## config.mk

```make
export PLATFORM = sky130hd
export DESIGN_NAME = modular_fraction_unit
export DESIGN_NICKNAME = d
export VERILOG_FILES = /design/src/mfu_pkg.sv /design/src/mfu_div.sv /design/src/mfu_dp.sv /design/src/mfu_ctrl.sv /design/src/modular_fraction_unit.sv
export SDC_FILE = /design/constraint.sdc
export NUM_CORES = 2
export LEC_CHECK = 0
export BUFFER_PORTS_ARGS = -buffer_cell sky130_fd_sc_hd__buf_2
export CAP_MARGIN = 20
export CORE_ASPECT_RATIO = 1.2
export CORE_UTILIZATION = 29
export DETAILED_ROUTE_END_ITERATION = 8
export PLACE_DENSITY_LB_ADDON = 0.25
export SYNTH_ARGS = -nofsm -noshare
export SYNTH_HDL_FRONTEND = slang
export SYNTH_SLANG_ARGS = --single-unit
```

## constraint.sdc

```tcl
create_clock -name clk -period 5.8 [get_ports clk]
set_input_delay 0.58 -clock clk [delete_from_list [all_inputs] [get_ports clk]]
set_output_delay 0.58 -clock clk [all_outputs]
set_load 0.05 [all_outputs]
```

## src/mfu_pkg.sv

```systemverilog
// Shared types and constants for the modular fraction unit.
package mfu_pkg;

    localparam int MFU_MOD_RESET = 131;

    typedef enum logic [3:0] {
        S_IDLE,
        S_CHECK,
        S_AMOD,
        S_NMOD,
        S_EDIV,
        S_EMUL,
        S_EUPD,
        S_EFIN,
        S_RMUL,
        S_RSTART,
        S_RMOD,
        S_DONE
    } mfu_state_t;

    typedef enum logic [1:0] {
        DIV_DEN,
        DIV_NUM,
        DIV_EUC,
        DIV_PROD
    } mfu_div_sel_t;

    typedef struct packed {
        logic         load_in;
        logic         div_start;
        mfu_div_sel_t div_sel;
        logic         init_euc;
        logic         take_nmod;
        logic         take_qr;
        logic         mul_step;
        logic         upd_t;
        logic         take_inv;
        logic         mul_res;
        logic         fin_err;
        logic         fin_zero;
        logic         fin_rem;
        logic         load_out;
    } mfu_cmd_t;

    typedef struct packed {
        logic m_zero;
        logic m_one;
        logic div_busy;
        logic div_done;
        logic rem_zero;
        logic r1_zero;
        logic r0_one;
    } mfu_sts_t;

endpackage

```

## src/mfu_div.sv

```systemverilog
// Serial restoring divider, one quotient bit per cycle.
module mfu_div #(
    parameter int WIDTH = 16
) (
    input  logic               clk,
    input  logic               rst_n,
    input  logic               start,
    input  logic               wide,
    input  logic [2*WIDTH-1:0] dividend,
    input  logic [WIDTH-1:0]   divisor,
    output logic               busy,
    output logic               done,
    output logic [WIDTH-1:0]   quot,
    output logic [WIDTH-1:0]   rem
);

    localparam int CW = $clog2(2 * WIDTH + 1);

    logic [2*WIDTH-1:0] dvd_reg;
    logic [WIDTH-1:0]   rem_reg;
    logic [WIDTH-1:0]   dsr_reg;
    logic [CW-1:0]      cnt_reg;
    logic               busy_reg;

    logic [WIDTH:0]     partial;
    logic [WIDTH:0]     diff;
    logic               ge;
    logic [WIDTH-1:0]   rem_next;

    assign partial  = {rem_reg, dvd_reg[2*WIDTH-1]};
    assign diff     = partial - {1'b0, dsr_reg};
    assign ge       = ~diff[WIDTH];
    assign rem_next = ge ? diff[WIDTH-1:0] : partial[WIDTH-1:0];

    always_ff @(posedge clk or negedge rst_n)
    begin
        if (!rst_n)
        begin
            busy_reg <= 1'b0;
            cnt_reg  <= '0;
        end
        else if (start)
        begin
            busy_reg <= 1'b1;
            cnt_reg  <= wide ? CW'(2 * WIDTH) : CW'(WIDTH);
        end
        else if (busy_reg)
        begin
            if (cnt_reg != '0)
            begin
                cnt_reg <= cnt_reg - 1'b1;
            end
            else
            begin
                busy_reg <= 1'b0;
            end
        end
    end

    always_ff @(posedge clk)
    begin
        if (start)
        begin
            dvd_reg <= wide ? dividend : {dividend[WIDTH-1:0], {WIDTH{1'b0}}};
            rem_reg <= '0;
            dsr_reg <= divisor;
        end
        else if (busy_reg && (cnt_reg != '0))
        begin
            dvd_reg <= {dvd_reg[2*WIDTH-2:0], ge};
            rem_reg <= rem_next;
        end
    end

    assign busy = busy_reg;
    assign done = busy_reg && (cnt_reg == '0);
    assign quot = dvd_reg[WIDTH-1:0];
    assign rem  = rem_reg;

    // The partial remainder always stays below the divisor while a division runs.
    a_rem_below_divisor: assert property (@(posedge clk) disable iff (!rst_n)
        busy_reg && (cnt_reg != '0) |-> rem_reg < dsr_reg)
        else $error("divider remainder reached the divisor");

endmodule

```

## src/mfu_dp.sv

```systemverilog
// Datapath: operand registers, Euclid state, multipliers and the result register.
module mfu_dp #(
    parameter int WIDTH = 16
) (
    input  logic             clk,
    input  logic             rst_n,
    input  mfu_pkg::mfu_cmd_t cmd,
    output mfu_pkg::mfu_sts_t sts,
    input  logic             cfg_we,
    input  logic [WIDTH-1:0] cfg_data,
    input  logic [WIDTH-1:0] numerator,
    input  logic [WIDTH-1:0] denominator,
    output logic [WIDTH-1:0] residue,
    output logic             no_inverse
);

    import mfu_pkg::*;

    logic [WIDTH-1:0]          m_reg;
    logic [WIDTH-1:0]          num_reg;
    logic [WIDTH-1:0]          den_reg;
    logic [WIDTH-1:0]          r0_reg;
    logic [WIDTH-1:0]          r1_reg;
    logic signed [WIDTH+1:0]   t0_reg;
    logic signed [WIDTH+1:0]   t1_reg;
    logic [WIDTH-1:0]          q_reg;
    logic signed [2*WIDTH+2:0] step_prod_reg;
    logic [WIDTH-1:0]          nmod_reg;
    logic [WIDTH-1:0]          inv_reg;
    logic [2*WIDTH-1:0]        prod_reg;
    logic [WIDTH-1:0]          res_reg;
    logic                      err_reg;
    logic [WIDTH-1:0]          out_res_reg;
    logic                      out_err_reg;

    logic [WIDTH-1:0]          num_abs;
    logic [WIDTH-1:0]          nmod_next;
    logic signed [2*WIDTH+2:0] step_prod_next;
    logic signed [2*WIDTH+2:0] t_diff;
    logic signed [WIDTH+1:0]   t_wrap;
    logic [WIDTH-1:0]          inv_next;

    logic                      div_wide;
    logic [2*WIDTH-1:0]        div_dividend;
    logic [WIDTH-1:0]          div_divisor;
    logic                      div_busy;
    logic                      div_done;
    logic [WIDTH-1:0]          div_quot;
    logic [WIDTH-1:0]          div_rem;

    assign num_abs = num_reg[WIDTH-1] ? (~num_reg + {{(WIDTH-1){1'b0}}, 1'b1}) : num_reg;

    always_comb
    begin
        div_wide     = 1'b0;
        div_dividend = {{WIDTH{1'b0}}, den_reg};
        div_divisor  = m_reg;
        unique case (cmd.div_sel)
            DIV_DEN:
            begin
                div_dividend = {{WIDTH{1'b0}}, den_reg};
            end
            DIV_NUM:
            begin
                div_dividend = {{WIDTH{1'b0}}, num_abs};
            end
            DIV_EUC:
            begin
                div_dividend = {{WIDTH{1'b0}}, r0_reg};
                div_divisor  = r1_reg;
            end
            DIV_PROD:
            begin
                div_dividend = prod_reg;
                div_wide     = 1'b1;
            end
            default:
            begin
                div_dividend = {{WIDTH{1'b0}}, den_reg};
            end
        endcase
    end

    mfu_div #(
        .WIDTH(WIDTH)
    ) u_div (
        .clk      (clk),
        .rst_n    (rst_n),
        .start    (cmd.div_start),
        .wide     (div_wide),
        .dividend (div_dividend),
        .divisor  (div_divisor),
        .busy     (div_busy),
        .done     (div_done),
        .quot     (div_quot),
        .rem      (div_rem)
    );

    // A negative numerator with a nonzero remainder folds to m minus that remainder.
    assign nmod_next = (num_reg[WIDTH-1] && (div_rem != '0)) ? (m_reg - div_rem) : div_rem;

    assign step_prod_next = $signed({1'b0, q_reg}) * t1_reg;
    assign t_diff         = (2*WIDTH+3)'(t0_reg) - step_prod_reg;
    assign t_wrap         = t0_reg + $signed({2'b00, m_reg});
    assign inv_next       = t0_reg[WIDTH+1] ? t_wrap[WIDTH-1:0] : t0_reg[WIDTH-1:0];

    always_ff @(posedge clk or negedge rst_n)
    begin
        if (!rst_n)
        begin
            m_reg <= WIDTH'(MFU_MOD_RESET);
        end
        else if (cfg_we)
        begin
            m_reg <= cfg_data;
        end
    end

    always_ff @(posedge clk)
    begin
        if (cmd.load_in)
        begin
            num_reg <= numerator;
            den_reg <= denominator;
        end
        if (cmd.init_euc)
        begin
            r0_reg <= m_reg;
            r1_reg <= div_rem;
            t0_reg <= '0;
            t1_reg <= (WIDTH+2)'(1);
        end
        if (cmd.take_nmod)
        begin
            nmod_reg <= nmod_next;
        end
        if (cmd.take_qr)
        begin
            q_reg  <= div_quot;
            r0_reg <= r1_reg;
            r1_reg <= div_rem;
        end
        if (cmd.mul_step)
        begin
            step_prod_reg <= step_prod_next;
        end
        if (cmd.upd_t)
        begin
            t0_reg <= t1_reg;
            t1_reg <= t_diff[WIDTH+1:0];
        end
        if (cmd.take_inv)
        begin
            inv_reg <= inv_next;
        end
        if (cmd.mul_res)
        begin
            prod_reg <= nmod_reg * inv_reg;
        end
        if (cmd.fin_err)
        begin
            res_reg <= '0;
            err_reg <= 1'b1;
        end
        if (cmd.fin_zero)
        begin
            res_reg <= '0;
            err_reg <= 1'b0;
        end
        if (cmd.fin_rem)
        begin
            res_reg <= div_rem;
            err_reg <= 1'b0;
        end
        if (cmd.load_out)
        begin
            out_res_reg <= res_reg;
            out_err_reg <= err_reg;
        end
    end

    always_comb
    begin
        sts.m_zero   = (m_reg == '0);
        sts.m_one    = (m_reg == WIDTH'(1));
        sts.div_busy = div_busy;
        sts.div_done = div_done;
        sts.rem_zero = (div_rem == '0);
        sts.r1_zero  = (r1_reg == '0);
        sts.r0_one   = (r0_reg == WIDTH'(1));
    end

    assign residue    = out_res_reg;
    assign no_inverse = out_err_reg;

    // The final reduction must land in the canonical range.
    a_res_in_range: assert property (@(posedge clk) disable iff (!rst_n)
        cmd.fin_rem |-> div_rem < m_reg)
        else $error("final residue not below the modulus");

    // An error result always carries a zero residue.
    a_err_zero_res: assert property (@(posedge clk) disable iff (!rst_n)
        cmd.load_out && err_reg |-> res_reg == '0)
        else $error("error result with nonzero residue");

endmodule

```

## src/mfu_ctrl.sv

```systemverilog
// Controller: sequences the reduction, Euclid iterations and final multiply.
module mfu_ctrl (
    input  logic              clk,
    input  logic              rst_n,
    input  logic              s_tvalid,
    output logic              s_tready,
    output logic              m_tvalid,
    input  logic              m_tready,
    input  mfu_pkg::mfu_sts_t sts,
    output mfu_pkg::mfu_cmd_t cmd
);

    import mfu_pkg::*;

    mfu_state_t state_reg;
    mfu_state_t state_next;
    logic       out_valid_reg;
    logic       out_valid_next;

    always_ff @(posedge clk or negedge rst_n)
    begin
        if (!rst_n)
        begin
            state_reg     <= S_IDLE;
            out_valid_reg <= 1'b0;
        end
        else
        begin
            state_reg     <= state_next;
            out_valid_reg <= out_valid_next;
        end
    end

    always_comb
    begin
        cmd        = '0;
        state_next = state_reg;
        s_tready   = 1'b0;
        unique case (state_reg)
            S_IDLE:
            begin
                s_tready = 1'b1;
                if (s_tvalid)
                begin
                    cmd.load_in = 1'b1;
                    state_next  = S_CHECK;
                end
            end
            S_CHECK:
            begin
                if (sts.m_zero)
                begin
                    cmd.fin_err = 1'b1;
                    state_next  = S_DONE;
                end
                else if (sts.m_one)
                begin
                    cmd.fin_zero = 1'b1;
                    state_next   = S_DONE;
                end
                else
                begin
                    cmd.div_start = 1'b1;
                    cmd.div_sel   = DIV_DEN;
                    state_next    = S_AMOD;
                end
            end
            S_AMOD:
            begin
                if (sts.div_done)
                begin
                    if (sts.rem_zero)
                    begin
                        cmd.fin_err = 1'b1;
                        state_next  = S_DONE;
                    end
                    else
                    begin
                        cmd.init_euc  = 1'b1;
                        cmd.div_start = 1'b1;
                        cmd.div_sel   = DIV_NUM;
                        state_next    = S_NMOD;
                    end
                end
            end
            S_NMOD:
            begin
                cmd.div_sel = DIV_NUM;
                if (sts.div_done)
                begin
                    cmd.take_nmod = 1'b1;
                    cmd.div_start = 1'b1;
                    cmd.div_sel   = DIV_EUC;
                    state_next    = S_EDIV;
                end
            end
            S_EDIV:
            begin
                cmd.div_sel = DIV_EUC;
                if (sts.div_done)
                begin
                    cmd.take_qr = 1'b1;
                    state_next  = S_EMUL;
                end
            end
            S_EMUL:
            begin
                cmd.mul_step = 1'b1;
                state_next   = S_EUPD;
            end
            S_EUPD:
            begin
                cmd.upd_t = 1'b1;
                if (sts.r1_zero)
                begin
                    state_next = S_EFIN;
                end
                else
                begin
                    cmd.div_start = 1'b1;
                    cmd.div_sel   = DIV_EUC;
                    state_next    = S_EDIV;
                end
            end
            S_EFIN:
            begin
                if (sts.r0_one)
                begin
                    cmd.take_inv = 1'b1;
                    state_next   = S_RMUL;
                end
                else
                begin
                    cmd.fin_err = 1'b1;
                    state_next  = S_DONE;
                end
            end
            S_RMUL:
            begin
                cmd.mul_res = 1'b1;
                state_next  = S_RSTART;
            end
            S_RSTART:
            begin
                cmd.div_start = 1'b1;
                cmd.div_sel   = DIV_PROD;
                state_next    = S_RMOD;
            end
            S_RMOD:
            begin
                cmd.div_sel = DIV_PROD;
                if (sts.div_done)
                begin
                    cmd.fin_rem = 1'b1;
                    state_next  = S_DONE;
                end
            end
            S_DONE:
            begin
                if (!out_valid_reg || m_tready)
                begin
                    cmd.load_out = 1'b1;
                    state_next   = S_IDLE;
                end
            end
            default:
            begin
                state_next = S_IDLE;
            end
        endcase
    end

    always_comb
    begin
        out_valid_next = out_valid_reg;
        if (out_valid_reg && m_tready)
        begin
            out_valid_next = 1'b0;
        end
        if (cmd.load_out)
        begin
            out_valid_next = 1'b1;
        end
    end

    assign m_tvalid = out_valid_reg;

    // A new division is only launched on an idle or just-finishing divider.
    a_div_start_free: assert property (@(posedge clk) disable iff (!rst_n)
        cmd.div_start |-> !sts.div_busy || sts.div_done)
        else $error("divider restarted while busy");

    // Divider completions arrive only in states that wait for one.
    a_done_expected: assert property (@(posedge clk) disable iff (!rst_n)
        sts.div_done |-> (state_reg == S_AMOD) || (state_reg == S_NMOD) ||
                         (state_reg == S_EDIV) || (state_reg == S_RMOD))
        else $error("divider completion in an unexpected state");

endmodule

```

## src/modular_fraction_unit.sv

```systemverilog
// Top level of the modular fraction unit: numerator times inverse of denominator mod m.
//
// Usage: input items arrive on the s_tvalid/s_tready/s_tdata stream, each holding a
// signed numerator and an unsigned denominator. The modulus m is written through the
// cfg_valid/cfg_ready channel (always ready) while the block is idle; it resets to 131.
// Each item gives exactly one result item on m_tvalid/m_tready: the residue in m_tdata
// and a no-inverse flag in m_tuser, set if m is zero or gcd(denominator, m) is not one.
// The serial divider produces one quotient bit per cycle and serves the reduction of the
// denominator, the folding of the numerator, every Euclid quotient and the final
// reduction of the product, so it sets how long an item takes. A modulus of zero or
// one skips the divider and finishes directly.
// One item is processed at a time; the next item is accepted once the current result
// has moved to the output register, even if the receiver has not taken it yet.
// When the receiver stalls, the result holds in the output register and a finished
// second item waits in the controller until the register frees up.
// Reset clears the controller, the divider and the output valid flag and loads the
// modulus with its reset value.
module modular_fraction_unit #(
    parameter int WIDTH = 16
) (
    input  logic                                 clk,
    input  logic                                 rst_n,
    // Input stream.
    input  logic                                 s_tvalid,
    output logic                                 s_tready,
    // From the lowest bit up: numerator, denominator, zero fill.
    input  logic [((2*WIDTH+7)/8)*8-1:0]         s_tdata,
    // Result stream.
    output logic                                 m_tvalid,
    input  logic                                 m_tready,
    // From the lowest bit up: residue, zero fill.
    output logic [((WIDTH+7)/8)*8-1:0]           m_tdata,
    // no_inverse flag.
    output logic                                 m_tuser,
    // Modulus write channel.
    input  logic                                 cfg_valid,
    output logic                                 cfg_ready,
    input  logic [WIDTH-1:0]                     cfg_data
);

    import mfu_pkg::*;

    localparam int ODW = ((WIDTH + 7) / 8) * 8;

    mfu_cmd_t         cmd;
    mfu_sts_t         sts;
    logic [WIDTH-1:0] residue;
    logic             no_inverse;

    // The modulus register takes a write in any cycle.
    assign cfg_ready = 1'b1;

    mfu_ctrl u_ctrl (
        .clk      (clk),
        .rst_n    (rst_n),
        .s_tvalid (s_tvalid),
        .s_tready (s_tready),
        .m_tvalid (m_tvalid),
        .m_tready (m_tready),
        .sts      (sts),
        .cmd      (cmd)
    );

    mfu_dp #(
        .WIDTH(WIDTH)
    ) u_dp (
        .clk         (clk),
        .rst_n       (rst_n),
        .cmd         (cmd),
        .sts         (sts),
        .cfg_we      (cfg_valid),
        .cfg_data    (cfg_data),
        .numerator   (s_tdata[WIDTH-1:0]),
        .denominator (s_tdata[2*WIDTH-1:WIDTH]),
        .residue     (residue),
        .no_inverse  (no_inverse)
    );

    assign m_tdata = ODW'(residue);
    assign m_tuser = no_inverse;

endmodule
```

# Word level (Yosys, flattened, before mapping)
# Cells that the tools add are included.
totals:
  out_inout_bits: 20
  register_bits: 324
  input_bits: 53
  wordCells: 153
classes:
  reduce_logical: 25
  eq_ne: 22
  n_mul: 2
  add_sub_neg: 6
  bitwise_logic: 2
  n_mux: 73
ops:
  columns: ["operator", "count"]
  rows:
  - ["$mux 16", 12]
  - ["$pmux 32 s4", 1]
  - ["$mux 32", 3]
  - ["$mux 18", 4]
  - ["$logic_not 16->1", 3]
  - ["$pmux 4 s12", 1]
  - ["$mux 4", 11]
  - ["$eq 16x1->1 const B", 2]
  - ["$mul 16x16->32", 1]
  - ["$mux 1", 28]
  - ["$mux 6", 4]
  - ["$mul 17x18->18", 1]
  - ["$sub 18x18->18", 1]
  - ["$sub 17x16->17", 1]
  - ["$add 16x1->16 const B", 1]
  - ["$add 16x16->16", 1]
  - ["$eq 4x3->1 const B", 4]
  - ["$eq 4x4->1 const B", 4]
  - ["$not 16->16", 1]
  - ["$reduce_bool 16->1", 1]
  - ["$sub 16x16->16", 1]
  - ["$mux 3", 4]
  - ["$pmux 2 s6", 1]
  - ["$reduce_bool 2->1", 6]
  - ["other kinds (22)", 33]

# Longest topological paths before layout
depth:
  depth_word: 8
  mapped_depth: 23
  mapped_depth_nobuf: 22

# Modules after synthesis
# From an unflattened synthesis, not the netlist that was laid out.
unflattened:
  cells_unflattened: 2872
  area_unflattened_um2: 29627.2
modules_own_cells:
  columns: ["mod", "instances", "area_each_um2", "seq_area_each_um2", "cells_each"]
  rows:
  - ["mfu_dp", 1, 24950.2, 7360.8, 2397]
  - ["mfu_div", 1, 4012.6, 1936.9, 385]
  - ["mfu_ctrl", 1, 653.1, 125.1, 88]
  - ["modular_fraction_unit", 1, 11.3, 0.0, 2]

# Worst setup path after synthesis
# No wires, ideal clock.
synth_timing:
  path_kind: "reg-to-reg"
  from: "register u_dp.inv_reg[1]"
  to: "register u_dp.prod_reg[28] (data pin)"
  arrival_time_ns: 5.832
  synth_period_minus_slack_ns: 6.091
  setup_slack_ns: -0.291
  path_buffers: 1
  setup_time_ns: 0.259
  path_stages_with_launch: 21
  required_time_ns: 5.541
  cell_sequence: "edfxtp_1 clkbuf_1 nand2_1 fa_1 fa_1 fa_1 fa_1 inv_1 fa_1 inv_1 fa_1 inv_1 ha_1 nand3_1 nor4_1 o31ai_1 a21oi_1 nor4_1 o41ai_2 nor2_1 a211o_1"
synth_between:
  elab_chain_cells: 1
synth_rtl:
  columns: ["item", "line", "text"]
  rows:
  - ["from (decl)", "mfu_dp.sv:29", "logic [WIDTH-1:0] inv_reg;"]
  - ["from (signal assigned)", "mfu_dp.sv:154", "inv_reg <= inv_next;"]
  - ["$mul 16x16->32", "mfu_dp.sv:158", "prod_reg <= nmod_reg * inv_reg;"]
  - ["to (signal assigned)", "mfu_dp.sv:158", null]
  - ["to (decl)", "mfu_dp.sv:30", "logic [2*WIDTH-1:0] prod_reg;"]
# Every way passes these cells.
# A chain may end at the register's enable or synchronous reset.

# Worst setup path in the final report
layout_timing:
  from: "register u_dp.inv_reg[5]"
  to: "register u_dp.prod_reg[29] (data pin)"
# Same word-level chain as after synthesis.

==> run_results.csv <==
group,metric,value,unit
final_layout,drive_gt1_share,15.1,%
timing,fmax,165,MHz
critical_path,startpoint_type,"flip-flop",
grt,grt_pass1_vias,22000,
logic_synthesis,syn-num-nets,3505,
critical_path,critical-path-top-delay-family,"adder cells",
cts,path_clk_slew,60,ps
logic_synthesis,yosysTopAreaCell,"edfxtp_1",
timing,grt_setup_unrepaired,"true",
die,die_x,292,um
drt,drt_iter0_markers,1183,
logic_synthesis,synthDistinctLibCells,85,
grt,grt_use_total,16.4,%
die,start_util,29.3,%
logic_synthesis,synthArstFlopShare,8.64,%
die,ios,73,
critical_path,path_max_fanout,5,
final_layout,diodes,0,
die,rows,127,
placement,detailed_place_hpwl,66.4,mm
placement,placed_cells,4332,
grt,grt_overflow_total,0,
logic_synthesis,ys.flop_type,"edfxtp_1",
logic_synthesis,netlist_area,29300,sq um
logic_synthesis,syn_avg_cell_area,10.0,sq um
grt,grt_pass1_wl,129,mm
critical_path,crit_buf_inv,5,
logic_synthesis,yosys_warnings,0,
grt,grt_max_degree,37,
logic_synthesis,yosys-top-cells-count,"473 x inv_1, 380 x nand2_1, 306 x fa_1",
timing,slew_headroom,34.4,%
placement,gp_congestion,0.846,
cts,cts_max_path_buffers,3,
critical_path,arrival,6350,ps
logic_synthesis,synth_edf_count,279,
final_layout,area.growth.synth_to_final,16.8,%
die,die_h,350,um
power_and_ir_drop,vdd_ir_drop_max,0.719,mV
logic_synthesis,synth_cells,2923,
timing,finalSetupTns,-1170,ps
final_layout,utilization,34.2,%
logic_synthesis,ys_seq_elements,324,
drt,firstDrtPassIters,5,
critical_path,crit_type,"reg -> reg",
cts,clock_latency,580,ps
timing,report.final.slew_viol_count,0,
timing,clock_skew,26.8,ps
critical_path,r2r_setup_slack,-250,ps
drt,final_antenna_net_count,0,
cts,htree_levels,2,
timing,worst_slew_pin_slew,980,ps
placement,dpl_cell_area,32200,sq um
job,cap_violations,0,
timing,setup_ws,-250,ps
power_and_ir_drop,power,17.0,mW
cts,cts_tree,"built",
die,dieArea,102000,sq um
critical_path,critPathCaptureType,"flip-flop",
drt,via_count,21000,
drt,drc,0,
cts,clock_sinks,324,
die,core_area,99900,sq um
cts,ctsHoldBuffers,0,
final_layout,nets,3697,
drt,wl,82.9,mm
grt,antenna_found_initial,4,
placement,port_buffers,71,
logic_synthesis,ys_seq_area_share,32.2,%
critical_path,worst_path_max_delay_cell,"fa_1",
timing,layout_min_cycle_time,6050,ps
run_status,violations,"setup timing",
logic_synthesis,synth.most_common_cell,"inv_1",
logic_synthesis,synth_area_leaders,"edfxtp_1 29%, fa_1 21%, ha_1 9.5%",
critical_path,worst-endpoint-required,6100,ps
final_layout,final_area,34200,sq um
logic_synthesis,yosysTopAreaCellShare,28.6,%
cts,root_buffer,"clkbuf_16",
cts,numCtsBuffers,37,
critical_path,cp_cell_sequence,"buf_6, and2_1, fa_1, inv_2, fa_2, fa_1, inv_2, fa_2, fa_1, inv_2, fa_1, inv_2, ha_4, nand2_4, a211oi_2, a21oi_2, o31ai_4, a211oi_2, a21oi_2, a41oi_2, a211o_1",
drt,vias_per_cell,4.73,
power_and_ir_drop,power.density,497,nW/um^2
power_and_ir_drop,p_leak,15.0,nW
final_layout,fin_cells,4433,
run_status,status,"finished with violations",
timing,setup_violations,8,
hold_path,hold_class,"in -> async",
timing,hold_violations,0,
timing,min_period_over_period,104,%
critical_path,critPathMaxStageDelay,540,ps
drt,drt-wirelength-per-cell,18.7,um
==> through the flow <==
stage	hold slack, ps	worst slack, ps
after floorplan	284	-16.0
after global placement	402	-340
after detailed placement	406	-390
after CTS	6.92	-293
after global routing	56.6	-443
final	15.4	-250
==> path summary, 6_finish.rpt <==
path,cells past startpoint,from,to
hold / removal,1,rst_n,u_ctrl.m_tvalid
max in group asynchronous,1,rst_n,u_dp.m_reg[2]
setup reg to reg,21,u_dp.inv_reg[5],u_dp.prod_reg[29]
min in group clk,1,s_tdata[24],u_dp.den_reg[8]
hold reg to reg,0,u_dp.res_reg[5],u_dp.residue[5]
setup / recovery,21,u_dp.inv_reg[5],u_dp.prod_reg[29]
==> layer usage <==
metal  up-vias  routed length (um)  global-route usage (%)
li1      10000                   -                       -
met1     10400               37100                    21.1
met2       385               40900                    28.8
met3       108                2600                    1.61
met4         4                2260                    5.01
met5         -                  25                       0
==> repair_timing <==
action | 4_1_cts | 5_1_grt
cloned | 0 | 0
setup buffers | 19 | 15
pin swaps | 38 | 65
gates resized for setup | 42 | 77
hold endpoints to repair | 0 | 0
endpoints found under the setup margin | 10 | 13
==> power by group <==
| group | switching [mW] | total (mW) | internal [mW] |
|---|---|---|---|
| registers | 0.467 | 3.96 | 3.50 |
| clock network | 1.05 | 2.42 | 1.37 |
| logic | 5.92 | 10.6 | 4.68 |
| total | 7.43 | 17.0 | 9.54 |
==> kinds of logic (layout without fill, tap and decap cells) <==
| group | Yosys count | after routing | synth area share (%) |
|---|---|---|---|
| mux | 58 | 58 | 2.20 |
| xor+xnor | 117 | 117 | 3.50 |
| buf+inv | 588 | 808 | 7.65 |
| simple gates | 882 | 882 | 14.5 |
| flops | 324 | 324 | 32.2 |
| compound gates | 424 | 424 | 9.50 |
| fa+ha+maj | 529 | 529 | 30.5 |
| other cells | 1 | 1 | 0.0128 |
==> final cells by class <==
cell class | instances | area, sq um
fill | 10100 | 65800
multi-input combinational | 2011 | 18100
sequential | 324 | 9420
timing repair buffer | 266 | 2030
inverter | 475 | 1780
tap | 1290 | 1610
clock buffer | 45 | 987
clock inverter | 22 | 249
==> worst reg2reg max path, cell delays in order, from the launching register on <==
cell	delay, ps
edfxtp_1	460
buf_6	170
and2_1	160
fa_1	530
inv_2	40
fa_2	530
fa_1	420
inv_2	70
fa_2	440
fa_1	540
inv_2	40
fa_1	540
inv_2	60
ha_4	280
nand2_4	60
a211oi_2	220
a21oi_2	120
o31ai_4	280
a211oi_2	130
a21oi_2	220
a41oi_2	170
a211o_1	330
==> layout by cell type (no fill, tap or decap), types with 11 or more instances in the layout <==
cell       count
inv_1        460
nor2_1       109
xnor2_1       83
o31ai_1       13
a31oi_1       16
ha_4          11
a211oi_1      16
and2_4        11
and3_1        31
mux2_2        46
edfxtp_1     279
a21oi_1       82
o21a_1        14
ha_1         212
and2_1       173
nand2_1      379
o21ai_1       18
nor2b_1       14
o21ai_0       99
buf_2         71
inv_2         13
clkbuf_16     38
buf_6         21
a21o_1        21
nand4_1       11
nand3_1       29
buf_4        164
nand2b_1      15
or3_1         11
fa_1         299
nor4_1        36
a21oi_2       11
a22oi_1       21
nor3_1        31
dfrtp_1       25
dfxtp_1       17
xor2_1        33
Note: power is estimated with default switching activity, not from simulation.
